File: src/rtl/pdk_pkg.sv
package pdk_pkg;

    // Fixed point format of the distance and the weight
    localparam int FRAC_BITS = 16;
    localparam int DIST_W    = 20;
    localparam int WEIGHT_W  = 16;
    localparam int OUT_FRAC  = 16;

    // Square root: radicand in [2^(2F), 2^(2F+1)], root below 2^(F+1)
    localparam int ROOT_W = FRAC_BITS + 1;
    localparam int RAD_W  = 2 * ROOT_W;
    localparam int REM_W  = ROOT_W + 1;

    // Front end arithmetic width: holds distance and 2.0 with headroom for 5.0
    localparam int CMP_W = (DIST_W > FRAC_BITS + 2) ? DIST_W : FRAC_BITS + 2;
    localparam int ARG_W = CMP_W + 2;

    // Numerator (3 - 2r + s near, 5 - 2r - s far) below 5.0, F fraction bits
    localparam int NUM_W     = FRAC_BITS + 3;
    localparam int NUM_SHIFT = FRAC_BITS + 3;

    localparam logic [RAD_W-1:0] RAD_ONE = RAD_W'(1) << (2 * FRAC_BITS);
    localparam logic [WEIGHT_W-1:0] WEIGHT_MAX = WEIGHT_W'(1) << (OUT_FRAC - 1);

    // Which branch of the kernel a distance falls in
    typedef enum logic [1:0] {
        KIND_NEAR,
        KIND_FAR,
        KIND_ZERO
    } pdk_kind_t;

    // Payload handed from cell to cell along the root chain
    typedef struct packed {
        logic [RAD_W-1:0]  rad;
        logic [REM_W-1:0]  rem;
        logic [ROOT_W-1:0] root;
        logic [NUM_W-1:0]  base;
        pdk_kind_t         kind;
    } pdk_cell_t;

endpackage

File: src/rtl/pdk_prep.sv
module pdk_prep (
    input  logic                          aclk,
    input  logic                          aresetn,
    input  logic                          in_valid,
    output logic                          in_ready,
    input  logic [pdk_pkg::DIST_W-1:0]    in_distance,
    output logic                          out_valid,
    input  logic                          out_ready,
    output pdk_pkg::pdk_cell_t            out_item
);
    import pdk_pkg::*;

    // Stage A: branch decode and multiplier operands
    logic                 a_valid_reg, a_valid_next, a_ready;
    logic [ROOT_W-1:0]    a_opa_reg, a_opb_reg, a_opa_next, a_opb_next;
    logic [NUM_W-1:0]     a_base_reg, a_base_next;
    pdk_kind_t            a_kind_reg, a_kind_next;

    // Stage B: product
    logic                 b_valid_reg, b_valid_next, b_ready;
    logic [RAD_W-1:0]     b_prod_reg;
    logic [NUM_W-1:0]     b_base_reg;
    pdk_kind_t            b_kind_reg;

    // Stage C: radicand
    logic                 c_valid_reg, c_valid_next, c_ready;
    logic [RAD_W-1:0]     c_rad_reg, c_rad_next;
    logic [NUM_W-1:0]     c_base_reg;
    pdk_kind_t            c_kind_reg;

    logic [ARG_W-1:0] d_ext, one_w, two_one, three_one, five_one, two_d;
    logic [ARG_W-1:0] near_b, far_u, near_base, far_base;

    // Ready chain: a stage takes a beat when empty or when it drains
    assign c_ready  = !c_valid_reg || out_ready;
    assign b_ready  = !b_valid_reg || c_ready;
    assign a_ready  = !a_valid_reg || b_ready;
    assign in_ready = a_ready;

    assign a_valid_next = a_ready ? in_valid    : a_valid_reg;
    assign b_valid_next = b_ready ? a_valid_reg : b_valid_reg;
    assign c_valid_next = c_ready ? b_valid_reg : c_valid_reg;

    // Decode the branch and form operands and base numerator
    always_comb begin
        d_ext     = ARG_W'(in_distance);
        one_w     = ARG_W'(1) << FRAC_BITS;
        two_one   = one_w << 1;
        three_one = two_one + one_w;
        five_one  = (two_one << 1) + one_w;
        two_d     = d_ext << 1;
        near_b    = one_w - d_ext;
        far_u     = (two_d >= three_one) ? (two_d - three_one) : (three_one - two_d);
        near_base = three_one - two_d;
        far_base  = five_one - two_d;
        if (d_ext <= one_w) begin
            a_kind_next = KIND_NEAR;
            a_opa_next  = d_ext[ROOT_W-1:0];
            a_opb_next  = near_b[ROOT_W-1:0];
            a_base_next = near_base[NUM_W-1:0];
        end else if (d_ext <= two_one) begin
            a_kind_next = KIND_FAR;
            a_opa_next  = far_u[ROOT_W-1:0];
            a_opb_next  = far_u[ROOT_W-1:0];
            a_base_next = far_base[NUM_W-1:0];
        end else begin
            a_kind_next = KIND_ZERO;
            a_opa_next  = '0;
            a_opb_next  = '0;
            a_base_next = '0;
        end
    end

    // Form the radicand: 1 + 4r(1-r) near, 2 - (2r-3)^2 far
    always_comb begin
        unique case (b_kind_reg)
            KIND_NEAR: c_rad_next = RAD_ONE + (b_prod_reg << 2);
            KIND_FAR:  c_rad_next = (RAD_ONE << 1) - b_prod_reg;
            default:   c_rad_next = '0;
        endcase
    end

    // Hold valid bits
    always_ff @(posedge aclk) begin
        if (!aresetn) begin
            a_valid_reg <= 1'b0;
            b_valid_reg <= 1'b0;
            c_valid_reg <= 1'b0;
        end else begin
            a_valid_reg <= a_valid_next;
            b_valid_reg <= b_valid_next;
            c_valid_reg <= c_valid_next;
        end
    end

    // Advance payload
    always_ff @(posedge aclk) begin
        if (a_ready) begin
            a_opa_reg  <= a_opa_next;
            a_opb_reg  <= a_opb_next;
            a_base_reg <= a_base_next;
            a_kind_reg <= a_kind_next;
        end
        if (b_ready) begin
            b_prod_reg <= a_opa_reg * a_opb_reg;
            b_base_reg <= a_base_reg;
            b_kind_reg <= a_kind_reg;
        end
        if (c_ready) begin
            c_rad_reg  <= c_rad_next;
            c_base_reg <= b_base_reg;
            c_kind_reg <= b_kind_reg;
        end
    end

    assign out_valid      = c_valid_reg;
    assign out_item.rad   = c_rad_reg;
    assign out_item.rem   = '0;
    assign out_item.root  = '0;
    assign out_item.base  = c_base_reg;
    assign out_item.kind  = c_kind_reg;

    // Radicand of a live branch stays within [1, 2]
    assert property (@(posedge aclk) disable iff (!aresetn)
        (c_valid_reg && c_kind_reg != KIND_ZERO) |->
            (c_rad_reg >= RAD_ONE && c_rad_reg <= (RAD_ONE << 1)))
        else $error("radicand out of range");

endmodule

File: src/rtl/pdk_root_cell.sv
module pdk_root_cell (
    input  logic               aclk,
    input  logic               aresetn,
    input  logic               in_valid,
    output logic               in_ready,
    input  pdk_pkg::pdk_cell_t in_item,
    output logic               out_valid,
    input  logic               out_ready,
    output pdk_pkg::pdk_cell_t out_item
);
    import pdk_pkg::*;

    logic               valid_reg, valid_next;
    pdk_cell_t          item_reg, item_next;
    logic [REM_W+1:0]   work, trial, diff;
    logic               fits;

    assign in_ready   = !valid_reg || out_ready;
    assign valid_next = in_ready ? in_valid : valid_reg;

    // One root digit: bring down two radicand bits, try subtracting 4q+1
    always_comb begin
        work  = {in_item.rem, in_item.rad[RAD_W-1 -: 2]};
        trial = (REM_W+2)'({in_item.root, 2'b01});
        fits  = work >= trial;
        diff  = work - trial;
        item_next      = in_item;
        item_next.rad  = in_item.rad << 2;
        item_next.rem  = fits ? diff[REM_W-1:0] : work[REM_W-1:0];
        item_next.root = {in_item.root[ROOT_W-2:0], fits};
    end

    always_ff @(posedge aclk) begin
        if (!aresetn) begin
            valid_reg <= 1'b0;
        end else begin
            valid_reg <= valid_next;
        end
    end

    always_ff @(posedge aclk) begin
        if (in_ready) begin
            item_reg <= item_next;
        end
    end

    assign out_valid = valid_reg;
    assign out_item  = item_reg;

    // Partial remainder never exceeds twice the partial root
    assert property (@(posedge aclk) disable iff (!aresetn)
        valid_reg |-> ((REM_W+1)'(item_reg.rem) <= ((REM_W+1)'(item_reg.root) << 1)))
        else $error("root remainder too large");

endmodule

File: src/rtl/pdk_post.sv
module pdk_post (
    input  logic                          aclk,
    input  logic                          aresetn,
    input  logic                          in_valid,
    output logic                          in_ready,
    input  pdk_pkg::pdk_cell_t            in_item,
    output logic                          out_valid,
    input  logic                          out_ready,
    output logic [pdk_pkg::WEIGHT_W-1:0]  out_weight
);
    import pdk_pkg::*;

    logic                          valid_reg, valid_next;
    logic [WEIGHT_W-1:0]           weight_reg, weight_next;
    logic [NUM_W-1:0]              num, root_ext;
    logic [NUM_W+OUT_FRAC-1:0]     scaled;

    assign in_ready   = !valid_reg || out_ready;
    assign valid_next = in_ready ? in_valid : valid_reg;

    // Add or drop the root, then divide by 8 and rescale to the output format
    always_comb begin
        root_ext = NUM_W'(in_item.root);
        unique case (in_item.kind)
            KIND_NEAR: num = in_item.base + root_ext;
            KIND_FAR:  num = in_item.base - root_ext;
            default:   num = '0;
        endcase
        scaled      = {num, {OUT_FRAC{1'b0}}} >> NUM_SHIFT;
        weight_next = scaled[WEIGHT_W-1:0];
    end

    always_ff @(posedge aclk) begin
        if (!aresetn) begin
            valid_reg <= 1'b0;
        end else begin
            valid_reg <= valid_next;
        end
    end

    always_ff @(posedge aclk) begin
        if (in_ready) begin
            weight_reg <= weight_next;
        end
    end

    assign out_valid  = valid_reg;
    assign out_weight = weight_reg;

    // Weight peaks at one half
    assert property (@(posedge aclk) disable iff (!aresetn)
        valid_reg |-> weight_reg <= WEIGHT_MAX)
        else $error("weight above one half");

endmodule

File: src/rtl/peskin_delta_kernel.sv
// Channel  | Ports                          | Beat
// ---------+--------------------------------+------------------------------------
// input    | s_valid, s_ready, s_distance   | one distance, unsigned Q4.16
// output   | m_valid, m_ready, m_weight     | one weight, unsigned Q0.16
//
// Accepts one distance per cycle unless the output stalls; each beat passes
// FRAC_BITS + 5 register stages (21 at Q4.16): three front-end stages, one root
// cell per root bit, one output stage. Throughput is one beat per cycle unless the
// output stalls.
// Reset (aresetn low, synchronous) empties every stage.
// A stalled output holds its beat; upstream stages keep filling empty slots.
module peskin_delta_kernel (
    input  logic                          aclk,
    input  logic                          aresetn,
    input  logic                          s_valid,
    output logic                          s_ready,
    input  logic [pdk_pkg::DIST_W-1:0]    s_distance,
    output logic                          m_valid,
    input  logic                          m_ready,
    output logic [pdk_pkg::WEIGHT_W-1:0]  m_weight
);
    import pdk_pkg::*;

    logic      link_valid [ROOT_W+1];
    logic      link_ready [ROOT_W+1];
    pdk_cell_t link_item  [ROOT_W+1];

    // Front end: branch, product, radicand
    pdk_prep u_prep (
        .aclk        (aclk),
        .aresetn     (aresetn),
        .in_valid    (s_valid),
        .in_ready    (s_ready),
        .in_distance (s_distance),
        .out_valid   (link_valid[0]),
        .out_ready   (link_ready[0]),
        .out_item    (link_item[0])
    );

    // Root cells, one result bit each
    for (genvar i = 0; i < ROOT_W; i++) begin : g_cell
        pdk_root_cell u_cell (
            .aclk      (aclk),
            .aresetn   (aresetn),
            .in_valid  (link_valid[i]),
            .in_ready  (link_ready[i]),
            .in_item   (link_item[i]),
            .out_valid (link_valid[i+1]),
            .out_ready (link_ready[i+1]),
            .out_item  (link_item[i+1])
        );
    end

    // Numerator and output register
    pdk_post u_post (
        .aclk       (aclk),
        .aresetn    (aresetn),
        .in_valid   (link_valid[ROOT_W]),
        .in_ready   (link_ready[ROOT_W]),
        .in_item    (link_item[ROOT_W]),
        .out_valid  (m_valid),
        .out_ready  (m_ready),
        .out_weight (m_weight)
    );

    // Input backpressure only when the whole chain is full and the output stalls
    assert property (@(posedge aclk) disable iff (!aresetn)
        !s_ready |-> (m_valid && !m_ready))
        else $error("input stalled with room in chain");

    // Out of reset the chain is empty
    assert property (@(posedge aclk)
        !aresetn |=> (!m_valid && s_ready))
        else $error("chain not empty after reset");

endmodule
File: config.mk
export PLATFORM = sky130hd
export DESIGN_NAME = peskin_delta_kernel
export DESIGN_NICKNAME = d
export VERILOG_FILES = /design/src/rtl/pdk_pkg.sv /design/src/rtl/pdk_prep.sv /design/src/rtl/pdk_root_cell.sv /design/src/rtl/pdk_post.sv /design/src/rtl/peskin_delta_kernel.sv
export SDC_FILE = /design/constraint.sdc
export NUM_CORES = 2
export LEC_CHECK = 0
export BUFFER_PORTS_ARGS = -buffer_cell sky130_fd_sc_hd__buf_2
export CAP_MARGIN = 20
export CORE_MARGIN = 2
export CORE_UTILIZATION = 55
export DETAILED_ROUTE_END_ITERATION = 10
export GPL_TIMING_DRIVEN = 0
export PLACE_DENSITY = 0.73
export SLEW_MARGIN = 15
export SYNTH_ARGS = -nofsm -noshare
export SYNTH_HDL_FRONTEND = slang
export SYNTH_SLANG_ARGS = --single-unit
File: constraint.sdc
create_clock -name aclk -period 7.6 [get_ports aclk]
set_clock_uncertainty 0.15 [all_clocks]
set_input_delay 1.52 -clock aclk [delete_from_list [all_inputs] [get_ports aclk]]
set_output_delay 1.52 -clock aclk [all_outputs]
set_load 0.05 [all_outputs]
[Yosys cells after proc, flatten, opt, wreduce, memory -nomap -nowiden]
Index checks and enable logic that the tools add are counted.
Word-level totals
  bits in read-only memories: 0
  memory bits (writable): 0
  output and inout port bits: 18
  bits of input ports: 24
  bits in latches: 0
  memories kept: 0
  flip-flop bits (word level): 1257
Operators by class
  div/mod/pow operators: 0
  mux-type cells: 25
  equal/unequal tests: 2
  add/sub/neg operators: 24
  shift operators: 0
  bitwise gates (word level): 0
  multipliers: 1
  $lt $le $gt $ge: 20
  reductions and logical operators: 44
Operator list (count)
  $mux W18: 15
  $mux W17: 4
  $pmux W34 S2: 1
  $mux W19: 2
  $pmux W19 S2: 1
  $add A33 B34 Y34 const A: 1
  $mul A17 B17 Y34: 1
  $sub A34 B34 Y34 const A: 1
  $ge A21 B18 Y1 const B: 1
  $logic_not A1 Y1: 21
  $logic_or A1 B1 Y1: 21
  $ge A20 B10 Y1: 1
  $ge A20 B11 Y1: 1
  $ge A20 B12 Y1: 1
  $ge A20 B13 Y1: 1
  $ge A20 B14 Y1: 1
  $ge A20 B15 Y1: 1
  $ge A20 B16 Y1: 1
  $ge A20 B17 Y1: 1
  $ge A20 B18 Y1: 1
  $ge A20 B3 Y1: 1
  $ge A20 B4 Y1: 1
  $ge A20 B5 Y1: 1
  $ge A20 B6 Y1: 1
  other kinds (31): 34

[Logic depth before layout (Yosys ltp)]
  depth after elaboration: 22
  depth in mapped cells: 26
  depth with buffers taken out: 24

[Hierarchy]
Synthesis repeated with hierarchy kept, for this count alone.
Unflattened totals
  cells, all modules: 6551
  area total of the unflattened synthesis: 87440.1 um^2
By module, submodules not included
  pdk_root_cell (g_cell[0].u_cell ...): area each 4038.9 um^2, cells each 274, times used 16
  pdk_prep: area each 16998.8 um^2, cells each 1694, times used 1
  pdk_root_cell (g_cell[9].u_cell): area each 4001.3 um^2, cells each 268, times used 1
  pdk_post: area each 1818.0 um^2, cells each 205, times used 1

[Worst setup path after synthesis]
Ideal clock, no wire load.
  path kind: input to output
  start point: input m_ready
  end point: output s_ready
  setup slack: -254 ps
  data arrival time: 6184 ps
  buffers on the path: 1
  stages on the path: 12
  cell sequence: and4b_1 -> and3_1 -> and2_1 -> inv_1 -> nor2_1 -> and2_1 -> and3_1 -> and3_1 -> clkbuf_1 -> and4_1 -> and3_1 -> nand2_1
On the way
  cells in the longest elaborated chain, start to end: 21
RTL lines
  from (decl): line peskin_delta_kernel.sv:19  | input logic m_ready,
  $logic_or A1 B1 Y1: line pdk_post.sv:18  | assign in_ready = !valid_reg || out_ready;
  $logic_or A1 B1 Y1 (5 in series): line pdk_root_cell.sv:18  | assign in_ready = !valid_reg || out_ready;
  via g_cell[11].u_cell.out_ready: line pdk_root_cell.sv:8  | input logic out_ready,
  $logic_or A1 B1 Y1 (12 in series): line pdk_root_cell.sv:18
  $logic_or A1 B1 Y1: line pdk_prep.sv:35  | assign c_ready = !c_valid_reg || out_ready;
  $logic_or A1 B1 Y1: line pdk_prep.sv:36  | assign b_ready = !b_valid_reg || c_ready;
  $logic_or A1 B1 Y1: line pdk_prep.sv:37  | assign a_ready = !a_valid_reg || b_ready;
  to (decl): line peskin_delta_kernel.sv:16  | output logic s_ready,
The timed path passes the listed nets, and every way through them passes these cells.

[Final worst setup path]
Ends and elaborated chain as after synthesis.

==> flow_summary_export.csv <==
group,metric,value,unit
outcome,status,"finished clean",
sta,slew_headroom,0.392,
sta,layout_setup_ws,0.268,ns
place,numPlacedInstances,5965,
logic_synthesis,syn_avg_cell_area,13.3,um2
sta,drv_slew,0,
logic_synthesis,ys.warnings.count,0,
worst_setup_path,critPathKind,"primary input to output port",
power,p_seq_frac,0.512,
logic_synthesis,yosys.area.top_type,"edfxtp_1",
worst_setup_path,arrival,5.66,ns
power,sw_frac_of_total,0.247,
sta,finalCriticalPeriod,7.33,ns
routing,routed_wl,110000,um
global_route,antenna_found_initial,1,
cells_and_area,stdcell_count,6188,
global_route,grt_remaining_overflow,0,
sta,final-hold-violation-count,0,
power,powerDensity,252,nW/um2
cells_and_area,nFillCells,8161,
worst_setup_path,crit_required,5.93,ns
logic_synthesis,synth.distinct_cells,79,
global_route,grt_pass1_wl,176000,um
place,portBuffers,38,
power,p_total,16700,uW
logic_synthesis,synthArstFlopShare,0,
min_path,hp-class,"flop to flop",
sta,holdWs,0.232,ns
logic_synthesis,netlist_area,59900,um2
routing,post_drt_via_cell_ratio,5.44,
logic_synthesis,ys_seq_elements,1231,
cells_and_area,areaGrowthSynthToFinish,10.9,%
logic_synthesis,synth.top_cells.by_area,"edfxtp_1, fa_1, ha_1, inv_1, xnor2_1",
cells_and_area,regArea,36800,um2
logic_synthesis,ys_seq_area_frac,0.613,
power,pwr-share-clk,0.360,
place,place_ws,-0.230,ns
cells_and_area,drive_above_1_share,0.0702,
cells_and_area,diodes,0,
cts,htree_num_levels,3,
routing,firstDrtPassIters,7,
global_route,grt_max_degree,61,
cts,cts.sinks,1231,
cells_and_area,multiInputGateArea,20900,um2
power,internal_power,12600,uW
sta,fmax,136,MHz
floorplanning,die-area,112000,um2
cells_and_area,nets,5218,
floorplanning,rows,121,
logic_synthesis,syn_inst,4495,
power,p_sw,4140,uW
logic_synthesis,synth_edf_count,1210,
power,pwr-share-comb,0.129,
cts,cts_tree,"yes",
cells_and_area,largest_register_ffs,1033,
worst_setup_path,cp-end-kind,"output port",
cts,cts_buffer_depth,3,
routing,drtAntennaViolNets,0,
cts,cts-resized-gates,1,
sta,rsz0062_at_grt,"false",
floorplanning,die_w,334,um
cts,cts_made_buffers,120,
run,maxCapViolCount,0,
floorplanning,die_h,334,um
cts,cts_hold_buffers,0,
cts,clkLatencyLatePin,0.74,ns
sta,period_share,0.965,
floorplanning,start_util,0.553,
global_route,grt_pass1_vias,33800,
routing,drt_iter0_drc,1903,
cts,cts_setup_buffers,0,
cells_and_area,final_core_util,0.613,
logic_synthesis,synthFlopType,"edfxtp_1",
routing,dr_total_vias,33600,
worst_setup_path,cp-start-kind,"primary input",
floorplanning,coreArea,108000,um2
floorplanning,num_io_pins,42,
routing,drc,0,
cts,root_buffer,"clkbuf_16",
power,vdd_drop_max,0.216,mV
global_route,grt_util_all_layers,0.200,
place,gp_congestion,0.949,
routing,wl_per_cell,17.8,um
sta,setup_viol,0,
cts,cts.clk_slew.worst_paths,0.06,ns
logic_synthesis,synth_top_area_frac,0.606,
worst_setup_path,critPathMaxFanout,54,
power,power.leakage,0.0280,uW
place,post-dp-hpwl,80300,um
sta,worstMarginPinSlew,0.911,ns
Yosys cell counts, drive strengths merged, types with 28 or more instances:
cell and number:
nand2b 45, nand3 51, nor4 28, clkbuf 92, nor2 258, nor2b 45, o21a 60, nor3 95
edfxtp 1210, o21ai 164, a21oi 159, a21o 57, nand2 368, or3 36, xor2 112, inv 520
fa 224, xnor2 179, and2 144, ha 300
metrics by stage:
stage | cell area, um2 | setup TNS, ns
6_report | 66400 | 0
5_1_grt | 66400 | 0
4_1_cts | 66400 | 0
3_5_place_dp | 62300 | -0.230
3_3_place_gp | 61900 | -73.88
2_1_floorplan | 59900 | 0
critical path: stages:
cell and delay [ns]:
buf_2 0.10, and4b_1 0.43, and3_1 0.27, and2_1 0.18, inv_2 0.18, nor2_1 0.32, and2_1 0.36, and3_2 0.36
and3_2 0.35, and4_1 0.43, and3_1 0.40, nand2_8 0.28, buf_2 0.35
cells by family after synthesis:
kind of cell	share of synthesized area
buffers and inverters	0.0387
xor gates and xnor gates	0.0425
AOI/OAI and AO/OA	0.0630
other	0.0000626
adders and majority gates	0.137
DFF	0.613
and+or+nand+nor	0.0979
muxes	0.00685
power groups by stage:
| stage | logic (uW) | registers (uW) | clock network [uW] |
|---|---|---|---|
| 6_report | 2150 | 8570 | 6020 |
| 5_1_grt | 2400 | 8630 | 6400 |
| 2_1_floorplan | 1650 | 8570 | 0 |
| 3_3_place_gp | 2070 | 8670 | 0 |
| 4_1_cts | 2150 | 8560 | 6170 |
| 3_5_place_dp | 2130 | 8700 | 0 |
cell type report:
class                   count  area share
flip-flops and latches   1231       0.553
multi-input cells        2648       0.315
clock buffers             138      0.0462
inverters                 520      0.0296
well taps                1414      0.0266
clock inverters            88      0.0151
repair buffers             56     0.00851
plain buffers              93     0.00569
cells in the final DEF, fill, tap and decap left out, types with 24 or more instances in the layout:
master / count
clkinv_2: 25
o21a_1: 60
nand2b_1: 45
a21o_1: 57
and2_1: 144
clkinv_1: 27
o21ai_0: 163
buf_2: 42
nor2b_1: 44
edfxtp_1: 1210
nand3_1: 49
nand4_1: 24
xnor2_1: 179
clkbuf_16: 120
inv_1: 510
nor2_1: 258
xor2_1: 112
clkbuf_1: 83
nor3_1: 93
fa_1: 224
nand2_1: 359
or3_1: 35
a21oi_1: 159
ha_1: 300
nor4_1: 27
worst paths after layout:
| check | from | end | slack [ns] | cells past startpoint |
|---|---|---|---|---|
| min | g_cell[2].u_cell.out_item[64] | g_cell[3].u_cell.out_item[66] | 0.23 | 0 |
| max reg2reg | u_prep.a_opa_reg[5] | u_prep.b_prod_reg[33] | 0.30 | 23 |
| min reg2reg | g_cell[2].u_cell.out_item[64] | g_cell[3].u_cell.out_item[66] | 0.23 | 0 |
| max | m_ready | s_ready | 0.27 | 13 |
layer usage:
layer  global-route usage  part of all wire  vias to the layer above
met2                0.367              0.53                      750
met4               0.0966             0.050                        0
met3               0.0263             0.038                      295
li1                     -                 -                    16200
met1                0.231              0.38                    16400
met5                    0                 0                        -
Note: power is estimated with default switching activity, not from simulation.
